<file path="src/rtl/core/osp_pkg.sv">
// Shared types and constants for the odd-only prime sieve unit.
package osp_pkg;

  // Sequencer states
  typedef enum logic [2:0] {
    ST_IDLE,
    ST_CLEAR,
    ST_SREAD,
    ST_SCHK,
    ST_MARK,
    ST_SCAN,
    ST_DONE
  } osp_state_t;

  // Smallest prime, and first odd candidate (map entry 0)
  localparam int FIRST_PRIME = 2;
  localparam int FIRST_ODD   = 3;

endpackage

</file>
<file path="src/rtl/core/osp_ctrl.sv">
// Sieve sequencer: clears, marks and scans the composite map for one limit word.
module osp_ctrl #(
  parameter int LIMIT_BITS = 16,
  parameter int MAP_DEPTH  = 32768,
  parameter int MAP_AW     = 15
) (
  input  logic                  clk,
  input  logic                  rst_n,
  input  logic                  in_valid,
  output logic                  in_ready,
  input  logic [LIMIT_BITS-1:0] in_limit,
  output logic                  map_we,
  output logic [MAP_AW-1:0]     map_waddr,
  output logic                  map_wdata,
  output logic [MAP_AW-1:0]     map_raddr,
  input  logic                  map_rdata,
  output logic                  res_valid,
  input  logic                  res_ready,
  output logic [LIMIT_BITS-1:0] res_count,
  output logic [LIMIT_BITS-1:0] res_last
);
  import osp_pkg::*;

  localparam int CNT_W = MAP_AW + 1;
  localparam int PSQ_W = LIMIT_BITS + 2;
  localparam int CMP_W = (PSQ_W > CNT_W) ? PSQ_W : CNT_W;
  localparam int VAL_W = MAP_AW + 2;

  osp_state_t            state_r, state_nxt;
  logic [LIMIT_BITS-1:0] limit_r, limit_nxt;
  logic [CNT_W-1:0]      odd_cnt_r, odd_cnt_nxt;
  logic [CNT_W-1:0]      idx_r, idx_nxt;
  logic [PSQ_W-1:0]      p_r, p_nxt;
  logic [PSQ_W-1:0]      psq_r, psq_nxt;
  logic [PSQ_W-1:0]      j_r, j_nxt;
  logic                  scan_vld_r, scan_vld_nxt;
  logic [MAP_AW-1:0]     scan_idx_r, scan_idx_nxt;
  logic [LIMIT_BITS-1:0] count_r, count_nxt;
  logic [LIMIT_BITS-1:0] last_r, last_nxt;

  logic                  idx_live;
  logic                  sieve_go;
  logic                  j_live;
  logic [LIMIT_BITS-1:0] half_limit;
  logic [CMP_W-1:0]      half_ext;
  logic [VAL_W-1:0]      scan_val;

  // Candidate index still inside the map span of this run
  assign idx_live = CMP_W'(idx_r) < CMP_W'(odd_cnt_r);
  // Next prime candidate p still has p*p <= limit-1
  assign sieve_go = idx_live && (CMP_W'(psq_r) < CMP_W'(limit_r));
  // Mark pointer still inside the span
  assign j_live   = CMP_W'(j_r) < CMP_W'(odd_cnt_r);

  // Odd candidates below the incoming limit, before clamping to the map
  assign half_limit = (in_limit - LIMIT_BITS'(FIRST_PRIME)) >> 1;
  assign half_ext   = CMP_W'(half_limit);

  // Odd value for a scanned entry: 3 + 2*idx
  assign scan_val = VAL_W'({scan_idx_r, 1'b1}) + VAL_W'(FIRST_PRIME);

  // Next state
  always_comb begin
    state_nxt = state_r;
    unique case (state_r)
      ST_IDLE: begin
        if (in_valid) begin
          state_nxt = ST_CLEAR;
        end
      end
      ST_CLEAR: begin
        if (!idx_live) begin
          state_nxt = ST_SREAD;
        end
      end
      ST_SREAD: begin
        state_nxt = sieve_go ? ST_SCHK : ST_SCAN;
      end
      ST_SCHK: begin
        state_nxt = map_rdata ? ST_SREAD : ST_MARK;
      end
      ST_MARK: begin
        if (!j_live) begin
          state_nxt = ST_SREAD;
        end
      end
      ST_SCAN: begin
        if (!idx_live && !scan_vld_r) begin
          state_nxt = ST_DONE;
        end
      end
      ST_DONE: begin
        if (res_ready) begin
          state_nxt = ST_IDLE;
        end
      end
      default: state_nxt = ST_IDLE;
    endcase
  end

  // Datapath and memory port control
  always_comb begin
    limit_nxt    = limit_r;
    odd_cnt_nxt  = odd_cnt_r;
    idx_nxt      = idx_r;
    p_nxt        = p_r;
    psq_nxt      = psq_r;
    j_nxt        = j_r;
    scan_vld_nxt = 1'b0;
    scan_idx_nxt = scan_idx_r;
    count_nxt    = count_r;
    last_nxt     = last_r;
    map_we       = 1'b0;
    map_waddr    = idx_r[MAP_AW-1:0];
    map_wdata    = 1'b0;
    map_raddr    = idx_r[MAP_AW-1:0];
    in_ready     = 1'b0;
    res_valid    = 1'b0;

    unique case (state_r)
      ST_IDLE: begin
        in_ready = 1'b1;
        if (in_valid) begin
          limit_nxt = in_limit;
          idx_nxt   = '0;
          p_nxt     = PSQ_W'(FIRST_ODD);
          psq_nxt   = PSQ_W'(FIRST_ODD * FIRST_ODD);
          if (in_limit > LIMIT_BITS'(FIRST_PRIME)) begin
            count_nxt = LIMIT_BITS'(1);
            last_nxt  = LIMIT_BITS'(FIRST_PRIME);
          end else begin
            count_nxt = '0;
            last_nxt  = '0;
          end
          // Span of odd entries used by this run
          if (in_limit <= LIMIT_BITS'(FIRST_ODD)) begin
            odd_cnt_nxt = '0;
          end else if (half_ext > CMP_W'(MAP_DEPTH)) begin
            odd_cnt_nxt = CNT_W'(MAP_DEPTH);
          end else begin
            odd_cnt_nxt = CNT_W'(half_ext);
          end
        end
      end
      ST_CLEAR: begin
        if (idx_live) begin
          map_we    = 1'b1;
          map_wdata = 1'b0;
          idx_nxt   = idx_r + CNT_W'(1);
        end else begin
          idx_nxt = '0;
        end
      end
      ST_SREAD: begin
        if (!sieve_go) begin
          idx_nxt = '0;
        end
      end
      ST_SCHK: begin
        if (!map_rdata) begin
          // first multiple is p*p, at index (p*p-3)/2
          j_nxt = (psq_r - PSQ_W'(FIRST_ODD)) >> 1;
        end else begin
          idx_nxt = idx_r + CNT_W'(1);
          p_nxt   = p_r + PSQ_W'(2);
          psq_nxt = psq_r + (p_r << 2) + PSQ_W'(4);
        end
      end
      ST_MARK: begin
        map_waddr = j_r[MAP_AW-1:0];
        if (j_live) begin
          map_we    = 1'b1;
          map_wdata = 1'b1;
          j_nxt     = j_r + p_r;
        end else begin
          idx_nxt = idx_r + CNT_W'(1);
          p_nxt   = p_r + PSQ_W'(2);
          psq_nxt = psq_r + (p_r << 2) + PSQ_W'(4);
        end
      end
      ST_SCAN: begin
        // read one entry per cycle, tally the entry read last cycle
        scan_vld_nxt = idx_live;
        scan_idx_nxt = idx_r[MAP_AW-1:0];
        if (idx_live) begin
          idx_nxt = idx_r + CNT_W'(1);
        end
        if (scan_vld_r && !map_rdata) begin
          count_nxt = count_r + LIMIT_BITS'(1);
          last_nxt  = LIMIT_BITS'(scan_val);
        end
      end
      ST_DONE: begin
        res_valid = 1'b1;
      end
      default: begin
        in_ready = 1'b0;
      end
    endcase
  end

  // Control registers
  always_ff @(posedge clk) begin
    if (!rst_n) begin
      state_r    <= ST_IDLE;
      scan_vld_r <= 1'b0;
    end else begin
      state_r    <= state_nxt;
      scan_vld_r <= scan_vld_nxt;
    end
  end

  // Payload registers
  always_ff @(posedge clk) begin
    limit_r    <= limit_nxt;
    odd_cnt_r  <= odd_cnt_nxt;
    idx_r      <= idx_nxt;
    p_r        <= p_nxt;
    psq_r      <= psq_nxt;
    j_r        <= j_nxt;
    scan_idx_r <= scan_idx_nxt;
    count_r    <= count_nxt;
    last_r     <= last_nxt;
  end

  assign res_count = count_r;
  assign res_last  = last_r;

endmodule

</file>
<file path="config.mk">
export PLATFORM = sky130hd
export DESIGN_NAME = osp_ctrl
export DESIGN_NICKNAME = d
export VERILOG_FILES = /design/src/rtl/core/osp_pkg.sv /design/src/rtl/core/osp_ctrl.sv
export SDC_FILE = /design/constraint.sdc
export NUM_CORES = 1
export LEC_CHECK = 0
export ABC_AREA = 0
export BUFFER_PORTS_ARGS = -buffer_cell sky130_fd_sc_hd__buf_2
export CELL_PAD_IN_SITES_DETAIL_PLACEMENT = 0
export CELL_PAD_IN_SITES_GLOBAL_PLACEMENT = 1
export CORE_AREA = 2 2 151 153
export CTS_CLUSTER_SIZE = 14
export DETAILED_ROUTE_END_ITERATION = 7
export DIE_AREA = 0 0 153 155
export PLACE_DENSITY_LB_ADDON = 0.1
export SLEW_MARGIN = 15
export SYNTH_ARGS = -nofsm -noshare
export SYNTH_HDL_FRONTEND = slang
export SYNTH_SLANG_ARGS = --single-unit
</file>
<file path="constraint.sdc">
create_clock -name clk -period 3.6 [get_ports clk]
set_input_delay 0 -clock clk [delete_from_list [all_inputs] [get_ports clk]]
set_output_delay 0 -clock clk [all_outputs]
set_load 0.01 [all_outputs]
</file>
## After elaboration in Yosys (flattened, before gate mapping)

Index checks and enable logic that the tools add are counted.

| cells by class | value |
|---|---|
| equality and inequality tests | 17 |
| order comparisons | 6 |
| reduce and logical (&&, ||, !) cells | 19 |
| mux-type cells | 42 |
| $add $sub $neg | 9 |

Operator list:

| operator | count |
|---|---|
| 16-bit two-way mux | 11 |
| 18-bit two-way mux | 8 |
| 18-bit one-hot mux with 3 select lines | 2 |
| 16-bit one-hot mux with 6 select lines | 1 |
| 16-bit one-hot mux with 2 select lines | 2 |
| 18-bit adder | 2 |
| 18-bit by 16-bit < comparator with 1-bit output | 2 |
| 18-bit one-hot mux with 2 select lines | 1 |
| 16-bit by 1-bit adder with 16-bit output (second input constant) | 2 |
| 2-bit != test (second input constant) | 11 |
| 3-bit two-way mux | 7 |
| 3-bit one-hot mux with 7 select lines | 1 |
| 18-bit by 2-bit adder with 18-bit output (second input constant) | 1 |
| 18-bit by 3-bit adder with 18-bit output (second input constant) | 1 |
| 18-bit by 2-bit subtractor with 18-bit output (second input constant) | 1 |
| 16-bit by 2-bit adder with 16-bit output (second input constant) | 1 |
| 15-bit by 16-bit greater-than comparator with 1-bit output (second input constant) | 1 |
| 16-bit by 2-bit greater-than comparator with 1-bit output (second input constant) | 1 |
| 16-bit by 2-bit less-or-equal comparator with 1-bit output (second input constant) | 1 |
| 16-bit < comparator | 1 |
| 16-bit by 2-bit subtractor with 16-bit output (second input constant) | 1 |
| 15-bit two-way mux | 1 |
| 3-bit == test (second input constant) | 3 |
| 3-bit by 2-bit == test with 1-bit output (second input constant) | 2 |
| other kinds (16) | 28 |

| storage, ports and cells | value |
|---|---|
| flip-flop bits (word level) | 153 |
| logic and storage cells | 105 |
| output and inout port bits | 66 |
| input bits | 21 |

## Logic depth before layout (Yosys ltp)

Gate-level depths: netlist of the first run.

| depth | value |
|---|---|
| word-level depth | 5 |
| gate-level depth with buffers | 14 |
| gate-level depth less buffers | 14 |

## Worst setup path before layout of the first run

No wires, ideal clock.

| timing | value |
|---|---|
| kind | reg2reg |
| from | register idx_r[9] |
| to | register idx_r[0], enable pin |
| setup slack | 0.142 ns |
| stages on the path, launching flop included | 9 |
| arrival | 3.041 ns |
| path buffers | 0 |
| data required time | 3.183 ns |
| setup time | 0.417 ns |
| clock period less this slack | 3.458 ns |
| cells stage by stage | edfxtp_1 > ha_1 > a21oi_1 > o21ai_0 > a2111oi_0 > o21ai_1 > nand2_1 > nand2_1 > a221oi_1 |

| between the ends | value |
|---|---|
| longest elaborated chain between the ends | 4 |
| elaborated cells on any way between the ends | 5 |
| classes of those cells | 1 x order compare; 2 x eq/ne; 2 x reduce/logical |

RTL lines:

| what | line | text |
|---|---|---|
| start: declaration | osp_ctrl.sv:32 | `logic [CNT_W-1:0] idx_r, idx_nxt;` |
| start signal: assignment | osp_ctrl.sv:217 | `idx_r <= idx_nxt;` |
| 16-bit < comparator (*) | osp_ctrl.sv:49 | `assign idx_live = CMP_W'(idx_r) < CMP_W'(odd_cnt_r);` |
| 1-bit logical AND | osp_ctrl.sv:51 | `assign sieve_go = idx_live && (CMP_W'(psq_r) < CMP_W'(limit_r));` |
| 2-bit != test (no source line) | -- |  |
| 6-bit AND reduction (no source line) (*) | -- |  |

Mark *: on every way between the ends. The rest lies on a longest branch, timed or not.
A chain may end at the register's enable or synchronous reset.

## Worst setup path after layout of the first run

| timing | value |
|---|---|
| from | register idx_r[9] |
| to | register idx_r[1], enable pin |

Same word-level chain as after synthesis.

==> results of run 1 <==
power by group:
group          total (uW)  switching, uW  internal (uW)
Clock                1690            741            948
Sequential           2510            303           2210
Combinational        1820           1050            769
registers in the layout (all words and copies together), names as in the netlist, 3 cells and up:
register	count
j_r	18
res_last	16
idx_r	16
res_count	16
odd_cnt_r	15
scan_idx_r	15
limit_r	15
p_r	17
psq_r	15
state_r	3
routing by layer:
metal	vias up	wire length, um	track usage [%]
met3	15	495	2.23
met1	3172	10900	26.3
met4	0	244	4.63
li1	3525	-	-
met5	-	0	0
met2	93	10800	32.9
area by class of cell:
| class | count | area [sq um] | share of cell area [%] |
|---|---|---|---|
| multi-input combinational | 705 | 4630 | 42.9 |
| clock buffer | 19 | 433 | 4.01 |
| tap | 285 | 357 | 3.30 |
| timing repair buffer | 117 | 708 | 6.56 |
| inverter | 50 | 188 | 1.74 |
| clock inverter | 13 | 113 | 1.04 |
| sequential | 147 | 4370 | 40.5 |
critical path, stage by stage, from the launching register on:
cell	delay (ns)
edfxtp_1	0.52
ha_1	0.36
a21oi_1	0.13
o21ai_0	0.10
a2111oi_0	0.39
o21ai_1	0.29
a211oi_1	0.55
a21o_1	0.21
a221oi_2	0.05
buf_4	0.23
worst paths after layout:
kind | startpoint | endpoint | slack [ns] | cells after the start
setup / recovery | idx_r[9] | idx_r[1] | 0.48 | 9
setup reg to reg | idx_r[9] | idx_r[1] | 0.48 | 9
hold reg to reg | scan_idx_r[14] | res_last[15] | 0.59 | 2
hold / removal | in_limit[0] | res_count[0] | 0.15 | 4
logic make-up (layout without fill, tap and decap cells):
kind of cell | after synthesis | in the layout | share of synthesized area (%)
AND/OR/NAND/NOR | 373 | 373 | 18.4
flip-flops | 147 | 147 | 46.7
AO/OA/AOI/OAI | 143 | 143 | 9.37
XOR/XNOR | 97 | 97 | 9.07
adder cells (fa/ha/maj) | 92 | 92 | 12.5
buffers and inverters | 85 | 199 | 4.03
repair_timing:
| item | in CTS | in global routing |
|---|---|---|
| hold buffers | 18 | 0 |
| resized for setup | 0 | 0 |
| endpoints found under the hold margin | 20 | 0 |
stage by stage:
step	instances	setup WS (ns)	util, %	cell area (sq um)	total power [uW]
final	1336	0.485	48.6	10800	6020
after global routing	1336	0.262	48.6	10800	6420
after CTS	1336	0.444	48.6	10800	6080
after detailed placement	1286	0.453	45.3	10100	4370
after global placement	1286	0.546	45.3	10100	4370
after floorplan	937	0.142	-	9370	3800
placed cells by master (no fill, tap or decap), types with 3 or more instances in the layout:
cell,instances
o22ai_1,3
o211ai_1,4
a21o_1,6
and2_1,6
a21oi_1,52
dfxtp_1,4
nor4_1,8
nand3_1,38
a31oi_1,6
a2111oi_0,4
o21a_1,6
clkinv_1,3
nor3_1,19
nor2b_1,13
and4_1,5
edfxtp_1,143
a211oi_1,5
o21ai_0,36
nor2_1,112
inv_1,50
and3_1,15
ha_1,90
a211o_1,3
a21oi_2,3
buf_2,86
clkinvlp_4,6
buf_4,13
dlygate4sd3_1,18
nand2_1,116
nand2b_1,14
or3_1,8
xnor2_1,39
xor2_1,58
nand4_1,8
clkbuf_16,17
==> flow_metrics.env, run 1 <==
export IMPL_cts_setup_buffers=0
export IMPL_gp_congestion=0.808
export IMPL_drtAntennaViolNets=0
export IMPL_cp_end_kind="flop"
export IMPL_die_h_um=155
export IMPL_ys_seq_area_share_pct=46.7
export IMPL_arrival_ns=3.27
export IMPL_yosys_top_cells_area="edfxtp_1 46%, ha_1 12%, xor2_1 5.4%"
export IMPL_tns_ns=0
export IMPL_clkSlewWorstSetupHoldPaths_ns=0.06
export IMPL_p_leak_uw=0.00437
export IMPL_outcome="completed"
export IMPL_fin_nets=1151
export IMPL_setup_viol_count_final=0
export IMPL_netlist_area_sq_um=9370
export IMPL_synth_top_area_cell="edfxtp_1"
export IMPL_finalHoldViolations=0
export IMPL_start_kind="flop"
export IMPL_fmax_mhz=321
export IMPL_cap_viol_max_count=0
export IMPL_diodes=0
export IMPL_synth_edf_count=143
export IMPL_drv_slew=0
export IMPL_drtIter0Drc=283
export IMPL_grt_pass1_vias=6624
export IMPL_p_per_area_nw_per_um2=557
export IMPL_rsz0062_at_grt="false"
export IMPL_drt_total_wl_um=22400
export IMPL_hpwl_um=16700
export IMPL_synth_distinct_cells=52
export IMPL_yosys_register_bits=147
export IMPL_holdWs_ns=0.145
export IMPL_fillers=2106
export IMPL_mappedNetlistNets=1050
export IMPL_vdd_drop_max_mv=0.281
export IMPL_worst_clock_skew_ns=0.0143
export IMPL_overflow=0
export IMPL_worstSkewPairLatency_ns=0.42
export IMPL_die_w_um=153
export IMPL_antenna_found_initial=0
export IMPL_ys_flop_type="edfxtp_1"
export IMPL_ys_top_cells_by_count="143 x edfxtp_1, 116 x nand2_1, 113 x nor2_1"
export IMPL_cts_buffers=17
export IMPL_synth_warnings=0
export IMPL_grt_pass1_wl_um=36000
export IMPL_tritoncts="yes"
export IMPL_worstPathRequired_ns=3.76
export IMPL_synth_top_cell_area_share_pct=45.9
export IMPL_drc=0
export IMPL_root_buffer="clkbuf_16"
export IMPL_yosys_cell_count_top_type="edfxtp_1"
export IMPL_core_sq_um=22200
export IMPL_drive_above_1_share_pct=13.2
export IMPL_slew_limit_headroom_pct=43.6
export IMPL_fin_crit_sh_pct=86.5
export IMPL_clockBufferDepth=2
export IMPL_wl_per_cell_um=16.7
export IMPL_fp_dieArea_sq_um=23700
export IMPL_cts_sinks=147
export IMPL_vias_per_cell=5.09
export IMPL_pin_count=87
export IMPL_grt_total_usage_pct=19.2
export IMPL_synth_async_reset_ratio_pct=0
export IMPL_path_class="reg -> reg"
export IMPL_rows=55
export IMPL_syn_instance_count=937
export IMPL_htreeDepth=4
export IMPL_worst_pin_slew_ns=0.846
export IMPL_postSynthAreaPerCell_sq_um=9.99
export IMPL_area_growth_pct=15.4
export IMPL_crit_path_max_fanout=16
export IMPL_layout_min_cycle_time_ns=3.12
export IMPL_start_util_pct=42.1
export IMPL_io_buffers=86
export IMPL_grt_start_max_net_pins=33
export IMPL_hp_class="in -> reg"
export IMPL_num_vias=6805
export IMPL_drtPass1Iterations=5
(Power assumes the default switching activity.)
==> run 2, diff against run 1 <==
CTS_BUF_LIST = sky130_fd_sc_hd__clkbuf_8 sky130_fd_sc_hd__clkbuf_16   (was default)
==> run 2 against run 1 <==
  * Total power is essentially flat
  * Cell area is the same
  * Combinational power is essentially flat
  * Clock power is essentially flat
  * Final cell count is the same
  * Routed wire length is essentially flat
  * Maximum frequency is essentially flat
  * Core utilization is the same
  * First-iteration DRC count is the same
  * Die area is the same
  * Flip-flop and latch count is the same
  * Critical endpoint unchanged
  * Largest power group unchanged
==> flow_metrics.env, run 2 (synthesis results as in run 1) <==
export IMPL_outcome="completed"
export IMPL_arrival_ns=3.27
export IMPL_htreeDepth=4
export IMPL_pin_count=87
export IMPL_layout_min_cycle_time_ns=3.12
export IMPL_wl_per_cell_um=16.7
export IMPL_fin_nets=1151
export IMPL_worst_clock_skew_ns=0.0143
export IMPL_hpwl_um=16700
export IMPL_cp_end_kind="flop"
export IMPL_die_h_um=155
export IMPL_tritoncts="yes"
export IMPL_p_leak_uw=0.00438
export IMPL_io_buffers=86
export IMPL_rsz0062_at_grt="false"
export IMPL_grt_pass1_wl_um=36000
export IMPL_start_kind="flop"
export IMPL_drt_total_wl_um=22400
export IMPL_slew_limit_headroom_pct=43.6
export IMPL_grt_start_max_net_pins=33
export IMPL_fp_dieArea_sq_um=23700
export IMPL_start_util_pct=42.1
export IMPL_regMostFlops="j_r"
export IMPL_drive_above_1_share_pct=13.2
export IMPL_root_buffer="clkbuf_16"
export IMPL_die_w_um=153
export IMPL_largest_reg_flops=18
export IMPL_cts_buffers=17
export IMPL_num_vias=6811
export IMPL_hold_depth=4
export IMPL_cts_sinks=147
export IMPL_path_class="reg -> reg"
export IMPL_cap_viol_max_count=0
export IMPL_place_ws_ns=0.453
export IMPL_setup_viol_count_final=0
export IMPL_clockBufferDepth=2
export IMPL_antenna_found_initial=0
export IMPL_hp_class="in -> reg"
export IMPL_area_growth_pct=15.4
export IMPL_vias_per_cell=5.10
export IMPL_drv_slew=0
export IMPL_worstPathRequired_ns=3.76
export IMPL_crit_path_max_fanout=16
export IMPL_fin_ws_ns=0.485
export IMPL_layout_commonest_cell="edfxtp_1"
export IMPL_worstSkewPairLatency_ns=0.42
export IMPL_layout_common_cells="143 x edfxtp_1, 116 x nand2_1, 112 x nor2_1, 90 x ha_1, 86 x buf_2"
export IMPL_tns_ns=0
export IMPL_gp_congestion=0.808
export IMPL_fmax_mhz=321
export IMPL_finalHoldViolations=0
export IMPL_p_per_area_nw_per_um2=557
export IMPL_clkSlewWorstSetupHoldPaths_ns=0.06
export IMPL_fillers=2106
export IMPL_r2r_cells=9
export IMPL_drtAntennaViolNets=0
export IMPL_grt_pass1_vias=6624
export IMPL_drtPass1Iterations=5
export IMPL_reg_top3="j_r (18), p_r (17)"
export IMPL_fin_crit_sh_pct=86.5
export IMPL_core_sq_um=22200
export IMPL_grt_total_usage_pct=19.2
export IMPL_vdd_drop_max_mv=0.281
export IMPL_drc=0
export IMPL_drtIter0Drc=283
export IMPL_rows=55
export IMPL_diodes=0
export IMPL_overflow=0
export IMPL_worst_pin_slew_ns=0.846
==> run 2: cell count changes in the layout (fill, tap and decap cells not counted), sizes merged <==
| cell | before | now |
|---|---|---|
| inv | 51 | 53 |
| clkbuf | 19 | 17 |
==> run 2: what timing repair did <==
action | in CTS | in global routing
setup buffers | 0 | 0
hold buffers | 18 | 0
resized for setup | 0 | 0
endpoints found under the hold margin | 20 | 0
==> run 2: report_power, final <==
part | total [uW] | switching (uW) | internal (uW)
clock | 1680 | 741 | 942
sequential | 2510 | 303 | 2210
combinational | 1820 | 1050 | 769
==> run 2: per-stage QoR <==
stage / power, uW / utilization [%] / std cells / hold slack [ns] / instance area [sq um]
6_report: 6010 / 48.6 / 1336 / 0.145 / 10800
5_1_grt: 6420 / 48.6 / 1336 / 0.165 / 10800
4_1_cts: 6070 / 48.6 / 1336 / 0.134 / 10800
3_5_place_dp: 4370 / 45.3 / 1286 / 0.244 / 10100
3_3_place_gp: 4370 / 45.3 / 1286 / 0.240 / 10100
2_1_floorplan: 3800 / - / 937 / 0.0989 / 9370
==> run 2: critical path, stage by stage (launching register included) <==
cell,delay [ns]
edfxtp_1,0.52
ha_1,0.36
a21oi_1,0.13
o21ai_0,0.10
a2111oi_0,0.39
o21ai_1,0.29
a211oi_1,0.55
a21o_1,0.21
a221oi_2,0.05
buf_4,0.23
==> run 2: worst paths after layout <==
path | endpoint | slack, ns | startpoint
min | res_count[0] | 0.15 | in_limit[0]
max | idx_r[1] | 0.48 | idx_r[9]
min reg2reg | res_last[15] | 0.59 | scan_idx_r[14]
max reg2reg | idx_r[1] | 0.48 | idx_r[9]
==> run 2: final cells by class <==
class | instances | area (sq um) | area share (%)
repair buffers | 117 | 708 | 6.56
clock buffers | 17 | 425 | 3.94
multi-input cells | 705 | 4630 | 42.9
well taps | 285 | 357 | 3.30
inverters | 50 | 188 | 1.74
flip-flops and latches | 147 | 4370 | 40.5
clock inverters | 15 | 120 | 1.11
==> run 2: layer usage <==
metal	vias to the layer above	part of all wire (%)	GRT usage (%)
met5	-	0	0
met4	0	1.1	4.63
met3	15	2.2	2.23
met2	93	48	32.9
met1	3178	49	26.3
li1	3525	-	-
